===== config.mk =====
export PLATFORM = sky130hd
export DESIGN_NAME = ordered_id_set_successor
export DESIGN_NICKNAME = d
export VERILOG_FILES = /design/src/rtl/oidss_pkg.sv /design/src/rtl/oidss_map_mem.sv /design/src/rtl/oidss_engine.sv /design/src/rtl/ordered_id_set_successor.sv
export SDC_FILE = /design/constraint.sdc
export NUM_CORES = 1
export LEC_CHECK = 0
export ABC_AREA = 1
export CORE_MARGIN = 8
export CORE_UTILIZATION = 30
export CTS_CLUSTER_SIZE = 12
export DETAILED_ROUTE_END_ITERATION = 8
export DONT_BUFFER_PORTS = 1
export HOLD_SLACK_MARGIN = 0.03
export PLACE_DENSITY = 0.53
export SLEW_MARGIN = 30
export SYNTH_ARGS = -nofsm -noshare
export SYNTH_HDL_FRONTEND = slang
export SYNTH_SLANG_ARGS = --single-unit

===== constraint.sdc =====
create_clock -name clk_i -period 6.9 [get_ports clk_i]
set_input_delay 1.38 -clock clk_i [delete_from_list [all_inputs] [get_ports clk_i]]
set_output_delay 1.38 -clock clk_i [all_outputs]
set_load 0.02 [all_outputs]

===== src/rtl/oidss_pkg.sv =====
// ----------------------------------------------------------------------------
// oidss_pkg
// Shared types, sizes and bit-search helpers for the ordered ID set.
// ----------------------------------------------------------------------------
package oidss_pkg;

  localparam int unsigned NUM_IDS   = 256;
  localparam int unsigned ID_W      = 8;
  localparam int unsigned WORD_W    = 16;
  localparam int unsigned BIT_AW    = $clog2(WORD_W);
  localparam int unsigned MAP_WORDS = NUM_IDS / WORD_W;
  localparam int unsigned WORD_AW   = $clog2(MAP_WORDS);

  typedef logic [WORD_W-1:0]    word_t;
  typedef logic [MAP_WORDS-1:0] summary_t;
  typedef logic [WORD_AW-1:0]   waddr_t;
  typedef logic [BIT_AW-1:0]    bidx_t;
  typedef logic [ID_W-1:0]      id_t;

  typedef enum logic [1:0] {
    MODE_INSERT = 2'd0,
    MODE_DELETE = 2'd1,
    MODE_NEXT   = 2'd2,
    MODE_PREV   = 2'd3
  } mode_e;

  // map memory request from the engine
  typedef struct packed {
    logic   rd_en;
    waddr_t rd_addr;
    logic   wr_en;
    waddr_t wr_addr;
    word_t  wr_data;
  } map_req_t;

  typedef struct packed {
    logic found;
    id_t  id;
  } result_t;

  // bits strictly above position b
  function automatic word_t above_mask(input bidx_t b);
    above_mask = ({WORD_W{1'b1}} << b) << 1;
  endfunction

  // bits strictly below position b
  function automatic word_t below_mask(input bidx_t b);
    below_mask = ~({WORD_W{1'b1}} << b);
  endfunction

  function automatic bidx_t lowest_set(input word_t w);
    bidx_t idx;
    idx = '0;
    for (int i = WORD_W - 1; i >= 0; i--) begin
      if (w[i]) idx = bidx_t'(i);
    end
    lowest_set = idx;
  endfunction

  function automatic bidx_t highest_set(input word_t w);
    bidx_t idx;
    idx = '0;
    for (int i = 0; i < WORD_W; i++) begin
      if (w[i]) idx = bidx_t'(i);
    end
    highest_set = idx;
  endfunction

endpackage


===== src/rtl/oidss_map_mem.sv =====
// ----------------------------------------------------------------------------
// oidss_map_mem
// Presence map: one 16-bit word per group of IDs, synchronous read with a
// registered output. Per-word valid bits make the whole map read as zero after
// reset without a clearing pass.
// ----------------------------------------------------------------------------
module oidss_map_mem
  import oidss_pkg::*;
(
  input  logic     clk_i,
  input  logic     rst_ni,
  input  map_req_t req_i,
  output word_t    rdata_o
);

  word_t                mem_q [MAP_WORDS];
  logic [MAP_WORDS-1:0] valid_q;
  word_t                rdata_q;

  always_ff @(posedge clk_i) begin
    if (req_i.wr_en) begin
      mem_q[req_i.wr_addr] <= req_i.wr_data;
    end
    if (req_i.rd_en) begin
      rdata_q <= valid_q[req_i.rd_addr] ? mem_q[req_i.rd_addr] : '0;
    end
  end

  always_ff @(posedge clk_i or negedge rst_ni) begin
    if (!rst_ni) begin
      valid_q <= '0;
    end else if (req_i.wr_en) begin
      valid_q[req_i.wr_addr] <= 1'b1;
    end
  end

  assign rdata_o = rdata_q;

endmodule


===== src/rtl/oidss_engine.sv =====
// ----------------------------------------------------------------------------
// oidss_engine
// Sequencer: reads the map word of the ID, then updates it or searches it;
// a search that misses its own word consults the summary and, if it marks
// a non-empty word in the search direction, reads that word.
// ----------------------------------------------------------------------------
module oidss_engine
  import oidss_pkg::*;
(
  input  logic     clk_i,
  input  logic     rst_ni,
  input  logic     in_valid_i,
  output logic     in_ready_o,
  input  mode_e    in_mode_i,
  input  id_t      in_id_i,
  output map_req_t map_req_o,
  input  word_t    map_rdata_i,
  output logic     res_valid_o,
  input  logic     res_ready_i,
  output result_t  res_o
);

  typedef enum logic [1:0] {
    ST_IDLE,
    ST_LOOKUP,
    ST_SCAN,
    ST_DONE
  } state_e;

  state_e   state_q, state_d;
  mode_e    mode_q, mode_d;
  id_t      id_q, id_d;
  waddr_t   scan_q, scan_d;
  summary_t summary_q, summary_d;
  result_t  res_q, res_d;

  waddr_t   word_idx;
  bidx_t    bit_idx;
  word_t    cand;
  summary_t sum_cand;
  word_t    new_word;
  bidx_t    hit_bit;

  assign word_idx = id_q[ID_W-1:BIT_AW];
  assign bit_idx  = id_q[BIT_AW-1:0];

  always_comb begin
    state_d   = state_q;
    mode_d    = mode_q;
    id_d      = id_q;
    scan_d    = scan_q;
    summary_d = summary_q;
    res_d     = res_q;
    map_req_o = '0;
    cand      = '0;
    sum_cand  = '0;
    new_word  = map_rdata_i;
    hit_bit   = '0;

    unique case (state_q)
      ST_IDLE: begin
        if (in_valid_i) begin
          mode_d            = in_mode_i;
          id_d              = in_id_i;
          map_req_o.rd_en   = 1'b1;
          map_req_o.rd_addr = in_id_i[ID_W-1:BIT_AW];
          state_d           = ST_LOOKUP;
        end
      end
      ST_LOOKUP: begin
        res_d   = '0;
        state_d = ST_DONE;
        unique case (mode_q)
          MODE_INSERT, MODE_DELETE: begin
            if (mode_q == MODE_INSERT) begin
              new_word = map_rdata_i | (word_t'(1) << bit_idx);
            end else begin
              new_word = map_rdata_i & ~(word_t'(1) << bit_idx);
            end
            map_req_o.wr_en     = 1'b1;
            map_req_o.wr_addr   = word_idx;
            map_req_o.wr_data   = new_word;
            summary_d[word_idx] = |new_word;
          end
          MODE_NEXT, MODE_PREV: begin
            if (mode_q == MODE_NEXT) begin
              cand     = map_rdata_i & above_mask(bit_idx);
              sum_cand = summary_q & above_mask(word_idx);
              hit_bit  = lowest_set(cand);
              scan_d   = lowest_set(sum_cand);
            end else begin
              cand     = map_rdata_i & below_mask(bit_idx);
              sum_cand = summary_q & below_mask(word_idx);
              hit_bit  = highest_set(cand);
              scan_d   = highest_set(sum_cand);
            end
            if (|cand) begin
              res_d.found = 1'b1;
              res_d.id    = {word_idx, hit_bit};
            end else if (|sum_cand) begin
              map_req_o.rd_en   = 1'b1;
              map_req_o.rd_addr = scan_d;
              state_d           = ST_SCAN;
            end
          end
          default: ;
        endcase
      end
      ST_SCAN: begin
        // summary guarantees this word is non-empty
        hit_bit     = (mode_q == MODE_NEXT) ? lowest_set(map_rdata_i)
                                            : highest_set(map_rdata_i);
        res_d.found = 1'b1;
        res_d.id    = {scan_q, hit_bit};
        state_d     = ST_DONE;
      end
      ST_DONE: begin
        if (res_ready_i) state_d = ST_IDLE;
      end
      default: state_d = ST_IDLE;
    endcase
  end

  always_ff @(posedge clk_i or negedge rst_ni) begin
    if (!rst_ni) begin
      state_q   <= ST_IDLE;
      mode_q    <= MODE_INSERT;
      id_q      <= '0;
      scan_q    <= '0;
      summary_q <= '0;
      res_q     <= '0;
    end else begin
      state_q   <= state_d;
      mode_q    <= mode_d;
      id_q      <= id_d;
      scan_q    <= scan_d;
      summary_q <= summary_d;
      res_q     <= res_d;
    end
  end

  assign in_ready_o  = (state_q == ST_IDLE);
  assign res_valid_o = (state_q == ST_DONE);
  assign res_o       = res_q;

endmodule


===== src/rtl/ordered_id_set_successor.sv =====
// ----------------------------------------------------------------------------
// ordered_id_set_successor
// Ordered set of 8-bit slab IDs: insert, delete, find next greater and find
// previous smaller, one result per transaction.
//
//   channel   dir  tdata                 tuser
//   s_axis    in   slab_id[7:0]          mode[1:0]
//   m_axis    out  result_id[7:0]        found
//
// Updates and searches that hit in the ID's own map word read one map word;
// a search that moves to another word makes one more map memory read.
// One transaction is in the engine at a time; the output register lets the
// next transaction start while a result waits on m_axis.
// Reset empties the set at once (per-word valid bits plus summary register).
// ----------------------------------------------------------------------------
module ordered_id_set_successor
  import oidss_pkg::*;
(
  input  logic       clk_i,
  input  logic       rst_ni,
  input  logic       s_axis_tvalid,
  output logic       s_axis_tready,
  input  logic [7:0] s_axis_tdata,   // [7:0] slab_id
  input  logic [1:0] s_axis_tuser,   // [1:0] mode
  output logic       m_axis_tvalid,
  input  logic       m_axis_tready,
  output logic [7:0] m_axis_tdata,   // [7:0] result_id
  output logic       m_axis_tuser    // [0] found
);

  map_req_t map_req;
  word_t    map_rdata;
  logic     res_valid;
  logic     res_ready;
  result_t  res;

  logic     out_valid_q;
  result_t  out_res_q;

  oidss_map_mem u_map_mem (
    .clk_i   (clk_i),
    .rst_ni  (rst_ni),
    .req_i   (map_req),
    .rdata_o (map_rdata)
  );

  oidss_engine u_engine (
    .clk_i       (clk_i),
    .rst_ni      (rst_ni),
    .in_valid_i  (s_axis_tvalid),
    .in_ready_o  (s_axis_tready),
    .in_mode_i   (mode_e'(s_axis_tuser)),
    .in_id_i     (s_axis_tdata),
    .map_req_o   (map_req),
    .map_rdata_i (map_rdata),
    .res_valid_o (res_valid),
    .res_ready_i (res_ready),
    .res_o       (res)
  );

  assign res_ready = !out_valid_q || m_axis_tready;

  always_ff @(posedge clk_i or negedge rst_ni) begin
    if (!rst_ni) begin
      out_valid_q <= 1'b0;
    end else if (res_ready) begin
      out_valid_q <= res_valid;
    end
  end

  always_ff @(posedge clk_i) begin
    if (res_valid && res_ready) begin
      out_res_q <= res;
    end
  end

  assign m_axis_tvalid = out_valid_q;
  assign m_axis_tdata  = out_res_q.id;
  assign m_axis_tuser  = out_res_q.found;

`ifndef ASSERT_OFF
  a_one_in_flight: assert property (@(posedge clk_i) disable iff (!rst_ni)
    s_axis_tvalid && s_axis_tready |=> !s_axis_tready)
    else $error("second transaction taken while one is in flight");

  a_miss_is_zero: assert property (@(posedge clk_i) disable iff (!rst_ni)
    res_valid && !res.found |-> res.id == '0)
    else $error("result without a hit carries a nonzero ID");

  a_handoff: assert property (@(posedge clk_i) disable iff (!rst_ni)
    res_valid && res_ready |=> m_axis_tvalid)
    else $error("engine result lost at the output register");
`endif

endmodule


==> impl_metrics.json, run 1 <==
{
  "status": "finished, final reports clean",
  "nets": 1800,
  "synth_fp_nets": 1823,
  "insertion_delay_ns": 0.58,
  "end_kind": "flop",
  "min-delay-path-class": "flop to flop",
  "finalSetupViolations": 0,
  "synth_edf_count": 281,
  "num_vias": 12497,
  "clock_skew_ns": 0.02560,
  "drt_iter0_markers": 1257,
  "cts-root-buf": "clkbuf_16",
  "ys_seq_area_share_pct": 58.81,
  "slowest_stage": "clkinv_1",
  "cp_cell_sequence": "inv_1 -> nor2_4 -> inv_1 -> o21ai_0 -> a211o_1 -> nor3_1 -> nand2_1 -> nand3_2 -> nor2_4 -> nand2_1 -> nand2_2 -> clkinv_1 -> nand3_1 -> nand2_2 -> nand2_1 -> inv_1",
  "num_antenna_cells": 0,
  "areaGrowthSynthToFinish_pct": 11.27,
  "grt_setup_unrepaired": "false",
  "drive_above_1_share_pct": 8.389,
  "critPathTopFamily": "simple AND/OR/NAND/NOR gates",
  "track_usage_pct": 15.00,
  "p_total_mw": 7.296,
  "relSlewSlack_pct": 39.22,
  "syn_area_um2": 16810,
  "cts_buffers": 39,
  "peakVddDrop_mv": 0.1736,
  "max-cap-violations": 0,
  "tritoncts": "done",
  "drc_errors": 0,
  "holdWs_ns": 0.4474,
  "syn_inst": 1805,
  "ys_types": 46,
  "dieArea_um2": 63880,
  "initial_core_util_pct": 30.40,
  "power_per_cell_area_nw_per_um2": 390.0,
  "firstDrtPassIters": 6,
  "via_per_inst": 4.882,
  "routed_wl_mm": 47.95,
  "syn_area_per_cell_um2": 9.316,
  "postCtsSetupBuffers": 0,
  "fin_setup_tns_ns": 0,
  "crit_arrival_ns": 5.74,
  "post_cts_resized": 0,
  "rows": 86,
  "layout_commonest_cell": "nand2_1",
  "dp_hpwl_mm": 28.61,
  "cts.clk_slew.worst_paths_ns": 0.06,
  "htreeDepth": 2,
  "max_freq_ghz": 0.1841,
  "cp_slowest_stage_delay_ns": 0.90,
  "die_y_um": 252.7,
  "grt_max_degree": 73,
  "cts_hold_buf": 0,
  "clockBufferDepth": 3,
  "layout_min_cycle_time_ns": 5.433,
  "antenna_found_initial": 0,
  "gp_congestion": 0.8878,
  "num_io_pins": 25,
  "placed_area_um2": 17460,
  "finalInstanceArea_um2": 18710,
  "grt_overflow": 0,
  "cp_max_fo": 33,
  "leakagePower_nw": 7.795,
  "grt_pass1_wl_mm": 74.24,
  "mostFrequentLayoutCells": "355 x nand2_1, 332 x nand3_1, 297 x inv_1, 281 x edfxtp_1, 76 x nor2_1",
  "synth_ff_type": "edfxtp_1",
  "core-area_um2": 55310,
  "worstSetupPathType": "flop to flop",
  "async_reset_ff_share_pct": 17.11,
  "yosys_warnings": 0,
  "fillCellCount": 5736,
  "wire_per_inst_um": 18.73,
  "required_ns": 7.21,
  "cts_sinks": 339,
  "synth_seq_cells": 339,
  "fp.dieW_um": 252.7,
  "grt_pass1_vias": 12154,
  "finalHoldViolations": 0,
  "worst_pin_slew_ns": 0.9060,
  "crit_buf_inv": 4,
  "io_buffers": 0,
  "startpoint_type": "flop",
  "fin_crit_sh_pct": 78.73,
  "drv_slew": 0,
  "final_antenna_net_count": 0
}
[worst paths after layout]
kind | to | start | slack [ns] | depth (start not counted)
max reg2reg | u_map_mem.rdata_o[9] | u_engine.mode_q[1] | 1.47 | 16
max | u_map_mem.rdata_o[9] | u_engine.mode_q[1] | 1.47 | 16
min in group asynchronous | u_map_mem.valid_q[5] | rst_ni | 0.51 | 0
max in group asynchronous | m_axis_tvalid | rst_ni | 6.28 | 0
min | m_axis_tdata[2] | u_engine.res_o[2] | 0.45 | 0
min reg2reg | m_axis_tdata[2] | u_engine.res_o[2] | 0.45 | 0
[per-stage QoR]
step | utilization (%) | setup slack (ns) | std cells
after floorplan | - | 3.556 | 1805
after global placement | 31.53 | 1.462 | 2489
after detailed placement | 31.58 | 1.444 | 2489
after CTS | 33.79 | 1.413 | 2560
after global routing | 33.83 | 1.050 | 2560
final | 33.83 | 1.467 | 2560
[power breakdown]
group	switching (mW)	total (mW)	internal (mW)
Sequential	0.262	2.92	2.66
Combinational	1.71	2.37	0.664
Clock	0.852	2.00	1.15
Total	2.82	7.30	4.48
[sequential cells by signal, summed over array words and instances, names as in the netlist]
register            flops
u_engine.id_q           8
m_axis_tvalid           1
u_engine.scan_q         4
u_map_mem.mem_q       256
u_map_mem.rdata_o      16
m_axis_tdata            8
u_engine.mode_q         2
u_engine.res_o          9
u_engine.state_q        2
m_axis_tuser            1
u_map_mem.valid_q      16
u_engine.summary_q     16
[logic make-up after synthesis]
kind of cell / synth area share (%)
AOI/OAI and AO/OA: 5.506
adders and majority gates: 0.2977
buffers and inverters: 10.25
DFF: 58.81
muxes: 0.1339
and+or+nand+nor: 25.00
[synthesized netlist by cell type (6+ instances only)]
cell	number	area, um2
buf_1	14	52.55
inv_2	6	22.52
nand3_2	7	70.07
a21oi_1	53	265.3
dfrtp_1	58	1451
nor2_1	109	409.1
buf_4	19	142.6
edfxtp_1	281	8438
a31oi_1	18	112.6
buf_6	18	202.7
nand3_1	332	1662
nand2_1	357	1340
nand3b_1	67	503.0
buf_2	24	120.1
clkbuf_1	15	56.30
o21ai_0	66	330.3
inv_1	298	1119
[area by class of cell]
cell class / count / area, um2 / share of cell area [%]
Multi-Input combinational cell: 1070 / 5303 / 28.34
Clock buffer: 50 / 1037 / 5.544
Inverter: 306 / 1149 / 6.139
Timing Repair Buffer: 26 / 207.7 / 1.110
Sequential cell: 339 / 9889 / 52.86
Tap cell: 748 / 935.9 / 5.002
Clock inverter: 21 / 187.7 / 1.003
[metal layers]
layer  vias up  track usage, %  part of all wire (%)
li1       5966               -                     -
met1      6114           20.46                    46
met2       344           24.29                    46
met3        73           2.796                   5.7
met4         0           4.076                   2.3
met5         -               0                     0
[worst register-to-register path, stage by stage, from the launching register on]
cell	delay (ns)
dfrtp_1	0.48
inv_1	0.12
nor2_4	0.58
inv_1	0.57
o21ai_0	0.31
a211o_1	0.13
nor3_1	0.06
nand2_1	0.10
nand3_2	0.11
nor2_4	0.22
nand2_1	0.12
nand2_2	0.47
clkinv_1	0.91
nand3_1	0.36
nand2_2	0.35
nand2_1	0.23
inv_1	0.06
(Power assumes the default switching activity.)
==> run 2, diff against run 1 <==
Settings changed: PLACE_DENSITY 0.53 to 0.54.
Clock period 6.9 ns to 4.79 ns, I/O delays scaled along.
==> run 2 against run 1 <==
Net effect:
- utilization is 0.40 points higher
- setup slack worse by 0.89 ns
- largest power group unchanged
- design area is 1.2% higher
- hold slack worse by 0.34 ns
- non-clock buffer count is 10 higher
- sequential cell count stayed put
- clock skew is 0.0071 ns lower
- via count is 0.97% lower
- critical path type unchanged
==> impl_metrics.json, run 2 (synthesized netlist as in run 1, its figures left out) <==
{
  "status": "finished, final reports clean",
  "p_total_mw": 10.70,
  "worst_pin_slew_ns": 0.9623,
  "end_kind": "flop",
  "power_per_cell_area_nw_per_um2": 565.4,
  "grt_max_degree": 138,
  "drv_slew": 0,
  "areaGrowthSynthToFinish_pct": 12.58,
  "htreeDepth": 2,
  "cts_sinks": 339,
  "via_per_inst": 4.817,
  "fin_setup_tns_ns": 0,
  "grt_setup_unrepaired": "false",
  "antenna_found_initial": 0,
  "layout_min_cycle_time_ns": 4.215,
  "num_vias": 12376,
  "core-area_um2": 55310,
  "largest_reg_flops": 256,
  "reg2reg_depth": 20,
  "cts_buffers": 40,
  "grt_pass1_vias": 11926,
  "cp-startpoint": "u_engine.mode_q[1]",
  "relSlewSlack_pct": 35.45,
  "top_register": "u_map_mem.mem_q",
  "drc_errors": 0,
  "grt_pass1_wl_mm": 73.41,
  "r2r-end": "u_map_mem.rdata_o[8]",
  "track_usage_pct": 14.77,
  "rows": 86,
  "clock_skew_ns": 0.01854,
  "die_y_um": 252.7,
  "final_antenna_net_count": 0,
  "dp_hpwl_mm": 28.93,
  "postCtsSetupBuffers": 0,
  "io_buffers": 0,
  "leakagePower_nw": 7.894,
  "r2r-start": "u_engine.mode_q[1]",
  "num_io_pins": 25,
  "fin_crit_sh_pct": 87.99,
  "min-delay-path-class": "input pin to async pin",
  "layout_commonest_cell": "nand2_1",
  "dieArea_um2": 63880,
  "num_antenna_cells": 0,
  "mostFrequentLayoutCells": "356 x nand2_1, 332 x nand3_1, 297 x inv_1, 281 x edfxtp_1, 78 x nor2_1",
  "insertion_delay_ns": 0.55,
  "peakVddDrop_mv": 0.2329,
  "cts.clk_slew.worst_paths_ns": 0.06,
  "tritoncts": "done",
  "firstDrtPassIters": 5,
  "cp_max_fo": 101,
  "routed_wl_mm": 47.29,
  "nets": 1811,
  "drive_above_1_share_pct": 8.731,
  "finalSetupViolations": 0,
  "crit_arrival_ns": 4.52,
  "cts_hold_buf": 0,
  "fillCellCount": 5687,
  "cts-root-buf": "clkbuf_16",
  "fp.dieW_um": 252.7,
  "drt_iter0_markers": 1066,
  "clockBufferDepth": 3,
  "worstSetupPathType": "flop to flop",
  "worstSetupEndpoint": "u_map_mem.rdata_o[8]",
  "reg2reg_slack_ns": 0.58,
  "max_freq_ghz": 0.2373,
  "wire_per_inst_um": 18.41,
  "final_util_pct": 34.23,
  "required_ns": 5.09,
  "max-cap-violations": 0,
  "startpoint_type": "flop",
  "finalHoldViolations": 0,
  "gp_congestion": 0.8628,
  "grt_overflow": 0,
  "initial_core_util_pct": 30.40,
  "post_cts_resized": 0
}
==> run 2: changes by cell type in the layout (fill, tap and decap cells not counted), moves of 2 or more <==
| cell | before | now |
|---|---|---|
| nor2_2 | 35 | 32 |
| inv_16 | 2 | 0 |
| buf_12 | 1 | 8 |
| clkbuf_16 | 39 | 42 |
| bufinv_16 | 2 | 4 |
| nor2_1 | 76 | 78 |
| buf_4 | 25 | 28 |
| clkinv_1 | 8 | 11 |
| clkbuf_8 | 2 | 0 |
| clkbuf_1 | 9 | 6 |
==> run 2: report_power, final <==
group | switching (mW) | internal, mW | total, mW | leakage [nW]
registers | 0.335 | 3.84 | 4.17 | 3.30
clock network | 1.20 | 1.81 | 3.01 | 0.626
logic | 2.51 | 1.01 | 3.52 | 3.97
==> run 2: routing by layer <==
metal | share of wire [%] | vias up | track usage, %
li1 | - | 5971 | -
met2 | 46 | 371 | 24.05
met3 | 5.4 | 83 | 2.375
met5 | 0 | - | 0
met1 | 45 | 5951 | 19.90
met4 | 3.0 | 0 | 4.898
==> run 2: how the worst min path moves through the flow <==
stage | from | endpoint | slack (ns) | depth (start not counted)
floorplan | u_map_mem.valid_q[15] | u_map_mem.valid_q[15] | 0.42 | 2
global placement | u_engine.res_o[0] | m_axis_tdata[0] | 0.43 | 0
detailed placement | u_engine.res_o[6] | m_axis_tdata[6] | 0.43 | 0
CTS | rst_ni | u_engine.id_q[2] | 0.07 | 0
global route | rst_ni | u_engine.mode_q[0] | 0.08 | 0
finish | rst_ni | u_engine.mode_q[0] | 0.10 | 0
==> run 2: critical path, stage by stage, from the launching register on <==
cell and delay [ns]:
dfrtp_1 0.46, inv_1 0.11, nor2_4 0.57, inv_1 0.08, buf_4 0.24, nand3_1 0.09
o21ai_0 0.08, a211o_1 0.25, nor3_1 0.19, nand2_1 0.11, nand3_2 0.11, nor2_4 0.07
nand3_4 0.11, buf_12 0.37, nand3_1 0.15, nand3_1 0.15, nand3_1 0.09, nand3_1 0.17
nand2_2 0.27, nand2_1 0.15, inv_1 0.06
==> run 2: through the flow <==
stage	hold slack [ns]	worst slack, ns	cell area (um2)	std cells
2_1_floorplan	0.4226	1.868	16810	1805
3_5_place_dp	0.4341	0.6248	17620	2499
5_1_grt	0.07888	0.1565	18930	2569
4_1_cts	0.07277	0.6081	18900	2569
3_3_place_gp	0.4339	0.5907	17610	2499
6_report	0.1033	0.5753	18930	2569
==> run 2: final cells by class <==
cell class / instances / area, um2 / area share (%)
flip-flops and latches: 339 / 9889 / 52.24
multi-input cells: 1070 / 5304 / 28.02
inverters: 306 / 1149 / 6.067
clock buffers: 48 / 1074 / 5.671
well taps: 748 / 935.9 / 4.944
repair buffers: 36 / 370.4 / 1.956
clock inverters: 22 / 209.0 / 1.104
==> run 3, diff against run 2 <==
Settings changed: CELL_PAD_IN_SITES_DETAIL_PLACEMENT set to 0, CELL_PAD_IN_SITES_GLOBAL_PLACEMENT set to 1, PLACE_DENSITY 0.54 to 0.63.
==> run 3 against run 2 <==
Net effect:
- combinational power down 1%
- clock skew about the same
- design area down 0.38%
- sequential power about the same
- sequential cell count unchanged
- utilization down 0.13 points
- non-clock buffer count down 2
- critical endpoint is now u_map_mem.rdata_o[11]
- largest power group unchanged
==> impl_metrics.json, run 3 (synthesized netlist as in run 1, its figures left out) <==
{
  "status": "finished, final reports clean",
  "num_antenna_cells": 0,
  "initial_core_util_pct": 30.40,
  "startpoint_type": "flop",
  "cts_buffers": 40,
  "num_vias": 12383,
  "wl_met3_mm": 2.835,
  "final_antenna_net_count": 0,
  "post_cts_resized": 0,
  "cp-startpoint": "u_engine.id_q[7]",
  "drt_iter0_markers": 1177,
  "fin_crit_sh_pct": 87.35,
  "timing.final.ws_setup_ns": 0.6059,
  "core-area_um2": 55310,
  "clock_skew_ns": 0.01895,
  "layout_commonest_cell": "nand2_1",
  "end_kind": "flop",
  "drv_slew": 0,
  "dp_hpwl_mm": 28.97,
  "worstSetupEndpoint": "u_map_mem.rdata_o[11]",
  "gp_congestion": 0.8867,
  "cp_max_fo": 47,
  "r2r-start": "u_engine.id_q[7]",
  "dieArea_um2": 63880,
  "finalSetupViolations": 0,
  "leakagePower_nw": 7.865,
  "crit_arrival_ns": 4.50,
  "cts.clk_slew.worst_paths_ns": 0.06,
  "fin_setup_tns_ns": 0,
  "grt_setup_unrepaired": "false",
  "finalInstanceArea_um2": 18860,
  "wire_per_inst_um": 18.79,
  "drc_errors": 0,
  "num_io_pins": 25,
  "firstDrtPassIters": 5,
  "fp.dieW_um": 252.7,
  "required_ns": 5.10,
  "antenna_found_initial": 0,
  "reg2reg_depth": 18,
  "via_per_inst": 4.816,
  "nets": 1809,
  "place_ws_ns": 0.5997,
  "power_per_cell_area_nw_per_um2": 564.9,
  "clockBufferDepth": 3,
  "peakVddDrop_mv": 0.2538,
  "mostFrequentLayoutCells": "356 x nand2_1, 332 x nand3_1, 297 x inv_1, 281 x edfxtp_1, 78 x nor2_1",
  "grt_pass1_wl_mm": 73.55,
  "track_usage_pct": 14.89,
  "met1_length_mm": 22.25,
  "layout_min_cycle_time_ns": 4.184,
  "insertion_delay_ns": 0.56,
  "dr_wl_met2_mm": 22.16,
  "worst_pin_slew_ns": 0.9042,
  "placed_area_um2": 17550,
  "max-cap-violations": 0,
  "cts_sinks": 339,
  "drive_above_1_share_pct": 8.502,
  "min-delay-path-class": "input pin to async pin",
  "grt_overflow": 0,
  "io_buffers": 0,
  "max_freq_ghz": 0.2390,
  "reg2reg_slack_ns": 0.61,
  "topRoutingLayerUsed": "met4",
  "cts_hold_buf": 0,
  "worstSetupPathType": "flop to flop",
  "postCtsSetupBuffers": 0,
  "cts-root-buf": "clkbuf_16",
  "largest_reg_flops": 256,
  "areaGrowthSynthToFinish_pct": 12.15,
  "routed_wl_mm": 48.31,
  "r2r-end": "u_map_mem.rdata_o[11]",
  "die_y_um": 252.7,
  "grt_pass1_vias": 11825,
  "top_register": "u_map_mem.mem_q",
  "rows": 86,
  "relSlewSlack_pct": 39.49,
  "final_util_pct": 34.10,
  "finalHoldViolations": 0,
  "grt_max_degree": 121,
  "htreeDepth": 2,
  "p_total_mw": 10.65,
  "tritoncts": "done"
}
[run 3: cell types whose count changed in the layout (fill, tap and decap cells not counted), sizes merged]
cell,change
buf,-2
clkbuf,+6
clkinv,-3
clkinvlp,-1
inv,+2
[run 3: metal layers]
layer	vias up	global-route usage (%)
met2	367	24.22
met1	5978	20.22
met3	64	2.622
li1	5974	-
met5	-	0
met4	0	4.224
[run 3: metrics by stage]
| stage | instances | hold slack (ns) |
|---|---|---|
| floorplan | 1805 | 0.4226 |
| global placement | 2497 | 0.4352 |
| detailed placement | 2497 | 0.4395 |
| CTS | 2571 | 0.06149 |
| global route | 2571 | 0.06507 |
| finish | 2571 | 0.09209 |
[run 3: cell type report]
type | count | area [um2]
clock buffers | 54 | 1075
clock inverters | 20 | 209.0
fillers | 5659 | 36450
inverters | 306 | 1149
multi-input cells | 1070 | 5295
flip-flops and latches | 339 | 9889
well taps | 748 | 935.9
repair buffers | 34 | 305.3
[run 3: worst min-delay path by stage]
stage	endpoint	slack, ns	depth (start not counted)
floorplan	u_map_mem.valid_q[15]	0.42	2
global placement	m_axis_tdata[2]	0.44	0
detailed placement	m_axis_tdata[5]	0.44	0
CTS	u_engine.res_o[1]	0.06	0
finish	u_map_mem.valid_q[14]	0.09	0
global route	u_engine.res_o[8]	0.07	0
[run 3: worst max-delay path, stage by stage (launching register included)]
cell and delay (ns):
dfrtp_1 0.60, nand2_1 0.38, nor3_1 0.49, o21ai_0 0.14, nand3_1 0.10, nor2_1 0.05
nand2_1 0.11, nand3_2 0.11, nor2_4 0.20, nand3_4 0.32, nand2_4 0.44, buf_12 0.30
nand2_1 0.09, nand3_1 0.09, nand3_1 0.09, nand3_1 0.11, nand2_1 0.12, nand2_1 0.09
inv_1 0.04
[run 3: where the power goes]
| part | switching (mW) | internal, mW | total, mW |
|---|---|---|---|
| sequential | 0.341 | 3.84 | 4.18 |
| clock | 1.21 | 1.80 | 3.01 |
| combinational | 2.48 | 0.984 | 3.47 |
| total | 4.04 | 6.61 | 10.7 |
